--- src/hw/rtl/igs_pkg.sv ---
// Shared types, constants and helper functions for the 3x3 Gaussian / Sobel image filter.
`timescale 1ns / 1ps

package igs_pkg;

    // Row store depth and the widths that follow from it.
    localparam int MAX_WIDTH = 2048;
    localparam int ADDR_W    = $clog2(MAX_WIDTH);
    localparam int WCNT_W    = ADDR_W + 1;

    // Fixed field widths.
    localparam int PIX_W     = 24;
    localparam int CH_W      = 8;
    localparam int OUT_X_W   = 11;
    localparam int ROW_W     = 16;
    localparam int CFG_W_W   = 12;
    localparam int MODE_W    = 2;
    localparam int CFG_IDX_W = 2;
    localparam int CFG_DAT_W = 16;
    localparam int S_DATA_W  = 24;
    localparam int M_DATA_W  = 56;

    // Queue between the front and the back.
    localparam int Q_DEPTH   = 4;
    localparam int Q_PTR_W   = $clog2(Q_DEPTH);

    // Configuration register indexes.
    localparam logic [CFG_IDX_W-1:0] CFG_MODE   = 2'd0;
    localparam logic [CFG_IDX_W-1:0] CFG_WIDTH  = 2'd1;
    localparam logic [CFG_IDX_W-1:0] CFG_HEIGHT = 2'd2;

    // Filter modes; any other code filters as Gaussian.
    localparam logic [MODE_W-1:0] MODE_GAUSS   = 2'd0;
    localparam logic [MODE_W-1:0] MODE_SOBEL_V = 2'd1;
    localparam logic [MODE_W-1:0] MODE_SOBEL_H = 2'd2;

    // Luma weights (BT.709 in 16-bit fixed point).
    localparam int LUMA_R = 13933;
    localparam int LUMA_G = 46871;
    localparam int LUMA_B = 4732;

    // Bits of the emit mask carried with each queued pixel.
    localparam int EM_A0 = 0;  // left neighbor column, row above
    localparam int EM_B0 = 1;  // last column, row above
    localparam int EM_A1 = 2;  // left neighbor column, last row
    localparam int EM_B1 = 3;  // last column, last row

    typedef logic [PIX_W-1:0]      pix_t;
    typedef logic [8:0][PIX_W-1:0] win_t;

    // One queued pixel: the window after it shifted in, its position and its emits.
    typedef struct packed {
        win_t              win;
        logic [ADDR_W-1:0] x;
        logic [ROW_W-1:0]  y;
        logic [3:0]        mask;
    } q_entry_t;

    function automatic logic [CH_W-1:0] luma(input pix_t p);
        logic [PIX_W-1:0] acc;
        acc = PIX_W'(LUMA_R * int'(p[23:16]) + LUMA_G * int'(p[15:8]) + LUMA_B * int'(p[7:0]));
        return acc[23:16];
    endfunction

endpackage

--- src/hw/rtl/igs_fifo.sv ---
// Small register queue that carries classified pixels from the front to the back.
`timescale 1ns / 1ps

module igs_fifo (
    input  logic                       aclk,
    input  logic                       aresetn,
    input  logic                       push,
    input  igs_pkg::q_entry_t          wdata,
    input  logic                       pop,
    output igs_pkg::q_entry_t          rdata,
    output logic                       empty,
    output logic [igs_pkg::Q_PTR_W:0]  level
);

    localparam int PW = igs_pkg::Q_PTR_W;

    igs_pkg::q_entry_t slot_reg [igs_pkg::Q_DEPTH];
    logic [PW-1:0]     wr_ptr_reg, rd_ptr_reg;
    logic [PW:0]       count_reg;

    assign rdata = slot_reg[rd_ptr_reg];
    assign empty = (count_reg == '0);
    assign level = count_reg;

    always_ff @(posedge aclk) begin
        if (!aresetn) begin
            wr_ptr_reg <= '0;
            rd_ptr_reg <= '0;
            count_reg  <= '0;
        end else begin
            if (push) begin
                wr_ptr_reg <= wr_ptr_reg + PW'(1);
            end
            if (pop) begin
                rd_ptr_reg <= rd_ptr_reg + PW'(1);
            end
            count_reg <= count_reg + (PW+1)'(push) - (PW+1)'(pop);
        end
    end

    always_ff @(posedge aclk) begin
        if (push) begin
            slot_reg[wr_ptr_reg] <= wdata;
        end
    end

endmodule

--- config.mk ---
export PLATFORM = sky130hd
export DESIGN_NAME = igs_fifo
export DESIGN_NICKNAME = d
export VERILOG_FILES = /design/src/hw/rtl/igs_pkg.sv /design/src/hw/rtl/igs_fifo.sv
export SDC_FILE = /design/constraint.sdc
export NUM_CORES = 1
export LEC_CHECK = 0
export BUFFER_PORTS_ARGS = -buffer_cell sky130_fd_sc_hd__buf_2
export CORE_ASPECT_RATIO = 1.2
export CORE_MARGIN = 4
export CORE_UTILIZATION = 45
export DETAILED_ROUTE_END_ITERATION = 10
export SYNTH_ARGS = -nofsm -noshare
export SYNTH_HDL_FRONTEND = slang
export SYNTH_SLANG_ARGS = --single-unit
--- constraint.sdc ---
create_clock -name aclk -period 10.5 [get_ports aclk]
set_clock_uncertainty 0.1 [all_clocks]
set_input_delay 1.575 -clock aclk [delete_from_list [all_inputs] [get_ports aclk]]
set_output_delay 1.575 -clock aclk [all_outputs]
set_load 0.02 [all_outputs]
## Word level (Yosys, flattened, before mapping)

Memory sizes are Yosys's and may differ from the RTL's. A register that Yosys moved wholly into a read port is not among the register bits.
Index checks and enable logic that the tools add are counted.

| storage, ports and cells | value |
|---|---|
| bits in registers | 7 |
| memory bits (writable) | 988 |
| input bits | 251 |
| output and inout port bits | 251 |
| word-level logic and storage cells | 13 |
| memories kept | 1 |

| operators by class | value |
|---|---|
| $add $sub $neg | 4 |
| multiplexer cells | 4 |
| reduce and logical (&&, ||, !) cells | 1 |

Memories:

| name | depth | bits a word | rd ports | clocked after Yosys merged registers in | write ports | RTL line | RTL |
|---|---|---|---|---|---|---|---|
| slot_reg | 4 | 247 | 1 | 1 | 1 | igs_fifo.sv:17 | `igs_pkg::q_entry_t slot_reg [igs_pkg::Q_DEPTH];` |

Operators with widths:

| operator | number |
|---|---|
| $add 2x1->2 const B | 2 |
| $mux 2 | 2 |
| $add 3x1->3 | 1 |
| $logic_not 3->1 | 1 |
| $sub 3x1->3 | 1 |
| $mux 1 | 2 |

## Depth between registers and ports, before layout

| logic depth | value |
|---|---|
| word-level depth | 3 |
| mapped depth | 7 |
| mapped depth without buffers | 7 |

## Worst setup path after synthesis

OpenSTA, ideal clock, no wires.

| timing path | value |
|---|---|
| path type | input port to flip-flop |
| start point | in push |
| end point | mem slot_reg[0][0] (netlist bit) (enable) |
| arrival time | 7.160 ns |
| required time | 9.762 ns |
| path slack | 2.602 ns |
| stages | 1 |
| buffers on the path | 0 |
| cells stage by stage | and2_1 |

| between the ends | value |
|---|---|
| word-level cells in the longest chain between the ends | 2 |

Ends and longest elaborated chain:

| what | RTL line | RTL |
|---|---|---|
| from (decl) | igs_fifo.sv:7 | `input logic push,` |
| $mux 1 | igs_fifo.sv:42 | `if (push) begin` |
| $mux 1 (implied by the code) | igs_fifo.sv:43 | `slot_reg[wr_ptr_reg] <= wdata;` |
| to (decl) | igs_fifo.sv:17 |  |

Every way passes these cells.

==> impl_metrics.py <==
metrics = {
    "timing": {
        "hold_violations": 0,
        "finalSetupViolCount": 0,
        "rsz0062_at_grt": "false",
        "fin_crit_sh_pct": 50.9,
        "fin_crit_ns": 5.34,
        "worst_hold_slack_ns": 0.440,
        "maxSlewViolCount": 0,
        "slew_headroom_pct": 18.3,
        "tightestPinTransition_ns": 1.23,
        "setup_tns_ns": 0,
        "finalWorstSetupSlack_ns": 5.16,
        "max_clock_freq_mhz": 187,
    },
    "worst_hold_path": {
        "min_path_type": "register to register",
    },
    "worst_setup_path": {
        "crit_end": "rdata[23]",
        "arrival_ns": 3.67,
        "r2r_setup_slack_ns": 7.43,
        "crit_path_end_kind": "primary output",
        "crit_cells": 4,
        "cp_cell_sequence": "buf_4, buf_12, mux4_2, buf_2",
        "cp_top_family": "buffers and inverters",
        "worstReg2RegStart": "wr_ptr_reg[0]",
        "crit_buf_inv": 3,
        "cpPeakStageDelay_ns": 0.70,
        "r2r_end": "slot_reg[2][172]",
        "critPathMaxFanout": 98,
        "path_class": "register to primary output",
        "cp.required_ns": 8.83,
        "cpMaxStageDelayCell": "dfxtp_4",
        "reg2regPathDepth": 5,
        "critPathLaunchType": "register",
    },
    "clock_network": {
        "clkLatencyLatePin_ns": 0.63,
        "cts.sinks": 997,
        "path_clk_slew_ns": 0.06,
        "htree_levels": 3,
        "cts-root-buf": "clkbuf_16",
        "clock_path_buffers": 3,
        "cts_setup_buffers": 0,
        "cts-buffers-inserted": 97,
        "cts_tree": "yes",
        "ctsResizeCount": 0,
        "hold_buffers": 0,
    },
    "synth": {
        "syn-cell-area_sq_um": 36300,
        "syn_inst": 1332,
        "synth_cell_type_count": 22,
        "ys_seq_elements": 997,
        "synth_warnings": 0,
        "syn_nets": 1590,
        "avgSynthCellArea_sq_um": 27.3,
        "synth_seq_area_share_pct": 82.2,
    },
    "final_layout": {
        "layout_common_cells": "988 x edfxtp_1, 501 x buf_2, 247 x mux4_2, 98 x clkbuf_16, 23 x clkbuf_1",
        "largest_reg_flops": 988,
        "n_fill_cell": 6116,
        "multi_input_area_sq_um": 5800,
        "final_nets": 2151,
        "syn2layout_area_growth_pct": 17.9,
        "drive_above_1_share_pct": 46.0,
        "fin_area_sq_um": 42900,
        "ff_latch_area_sq_um": 29900,
        "final_common_cell": "edfxtp_1",
    },
    "floorplanning": {
        "ios": 502,
        "die_area_sq_um": 85400,
        "rows": 113,
        "dieHeight_um": 319,
        "die_width_um": 267,
        "core_sq_um": 79600,
        "start_util_pct": 45.6,
    },
    "grt": {
        "grt_start_max_net_pins": 139,
        "grt_pass1_vias": 17200,
        "grt_usage_pct": 17.1,
        "grt_pass1_wl_um": 110000,
        "grt-ovfl-total": 0,
        "antenna_found_initial": 30,
    },
    "drt": {
        "final_antenna_net_count": 0,
        "num_vias": 16000,
        "drc": 0,
        "viasPerCell": 5.30,
        "dr.pass1.iters": 5,
        "wl_per_cell_um": 24.4,
        "first_iter_violations": 1123,
        "wl_um": 73900,
    },
    "pwr": {
        "power.switching_uw": 2020,
        "combPwrFrac_pct": 10.2,
        "p_int_uw": 6920,
        "power.density_nw_per_um2": 209,
        "p_seq_share_pct": 51.8,
        "peakVddDrop_uv": 242,
        "p_clk_share_pct": 37.9,
        "p_leak_uw": 0.0143,
        "switching_share_pct": 22.6,
    },
    "placed_design": {
        "dp_slack_ns": 5.66,
        "placed_area_sq_um": 39700,
        "dp_hpwl_um": 45000,
        "gp_congestion": 0.730,
        "numPortBuffers": 501,
    },
    "run_status": {
        "outcome": "finished clean",
    },
    "run": {
        "maxCapViolations": 0,
    },
}
[cells by family after synthesis]
| logic type | synth area share, % |
|---|---|
| flip-flops | 82.2 |
| multiplexers | 15.3 |
| buffers and inverters | 1.90 |
| AND/OR/NAND/NOR | 0.189 |
| adder cells (fa/ha/maj) | 0.262 |
| XOR/XNOR | 0.114 |
| AO/OA/AOI/OAI | 0.0413 |
[power groups by stage]
stage	Combinational [uW]	Clock, uW	Sequential (uW)
floorplan	620	0	4740
global placement	931	0	4710
detailed placement	940	0	4720
CTS	942	3490	4630
global route	983	3670	4650
finish	915	3390	4630
[worst min path at each step]
| stage | from | cells past startpoint | endpoint | slack, ns |
|---|---|---|---|---|
| 3_3_place_gp | rd_ptr_reg[0] | 2 | register | 0.40 |
| 5_1_grt | rd_ptr_reg[1] | 2 | register | 0.46 |
| 2_1_floorplan | rd_ptr_reg[1] | 2 | register | 0.40 |
| 4_1_cts | rd_ptr_reg[1] | 2 | register | 0.45 |
| 6_report | rd_ptr_reg[1] | 2 | register | 0.44 |
| 3_5_place_dp | rd_ptr_reg[0] | 2 | register | 0.44 |
[cell usage after synthesis, drive strengths merged]
cell	n	area (sq um)
a21bo	1	10.0
a21oi	1	5.00
and2	6	37.5
buf	53	658
clkbuf	2	7.51
dfxtp	9	180
edfxtp	988	29700
fa	1	20.0
ha	6	75.1
inv	7	26.3
mux2i	1	10.0
mux4	247	5560
nand3b	1	7.51
nor2	5	18.8
nor3	1	5.00
xnor2	2	17.5
xor3	1	23.8
[metal layers]
layer  global-route usage, %  vias to the layer above  share of wire (%)
li1                        -                     6956                  -
met5                       0                        -               0.30
met4                    3.75                       34                1.5
met2                    28.5                      493                 50
met3                    7.19                      114                9.6
met1                    21.2                     8409                 38
[layout make-up]
class | instances | share of cell area (%)
Clock buffer | 123 | 5.99
Multi-Input combinational cell | 273 | 13.5
Inverter | 7 | 0.0613
Sequential cell | 997 | 69.7
Tap cell | 1035 | 3.02
Timing Repair Buffer | 517 | 6.31
Clock inverter | 57 | 1.34
Antenna cell | 12 | 0.0701
[worst min-delay path, delay by kind of cell (launching register included)]
| kind | cells | cell delay [ns] |
|---|---|---|
| AOI/OAI and AO/OA | 1 | 0.07 |
| DFF | 1 | 0.32 |
| and+or+nand+nor | 1 | 0.10 |
[through the flow]
stage | utilization, % | power, uW | cells
floorplan | - | 5360 | 1332
global placement | 49.9 | 5640 | 2829
detailed placement | 49.9 | 5660 | 2829
CTS | 53.8 | 9060 | 3009
global route | 53.8 | 9300 | 3010
finish | 53.8 | 8940 | 3021
Power figures use the tool's default switching activity.
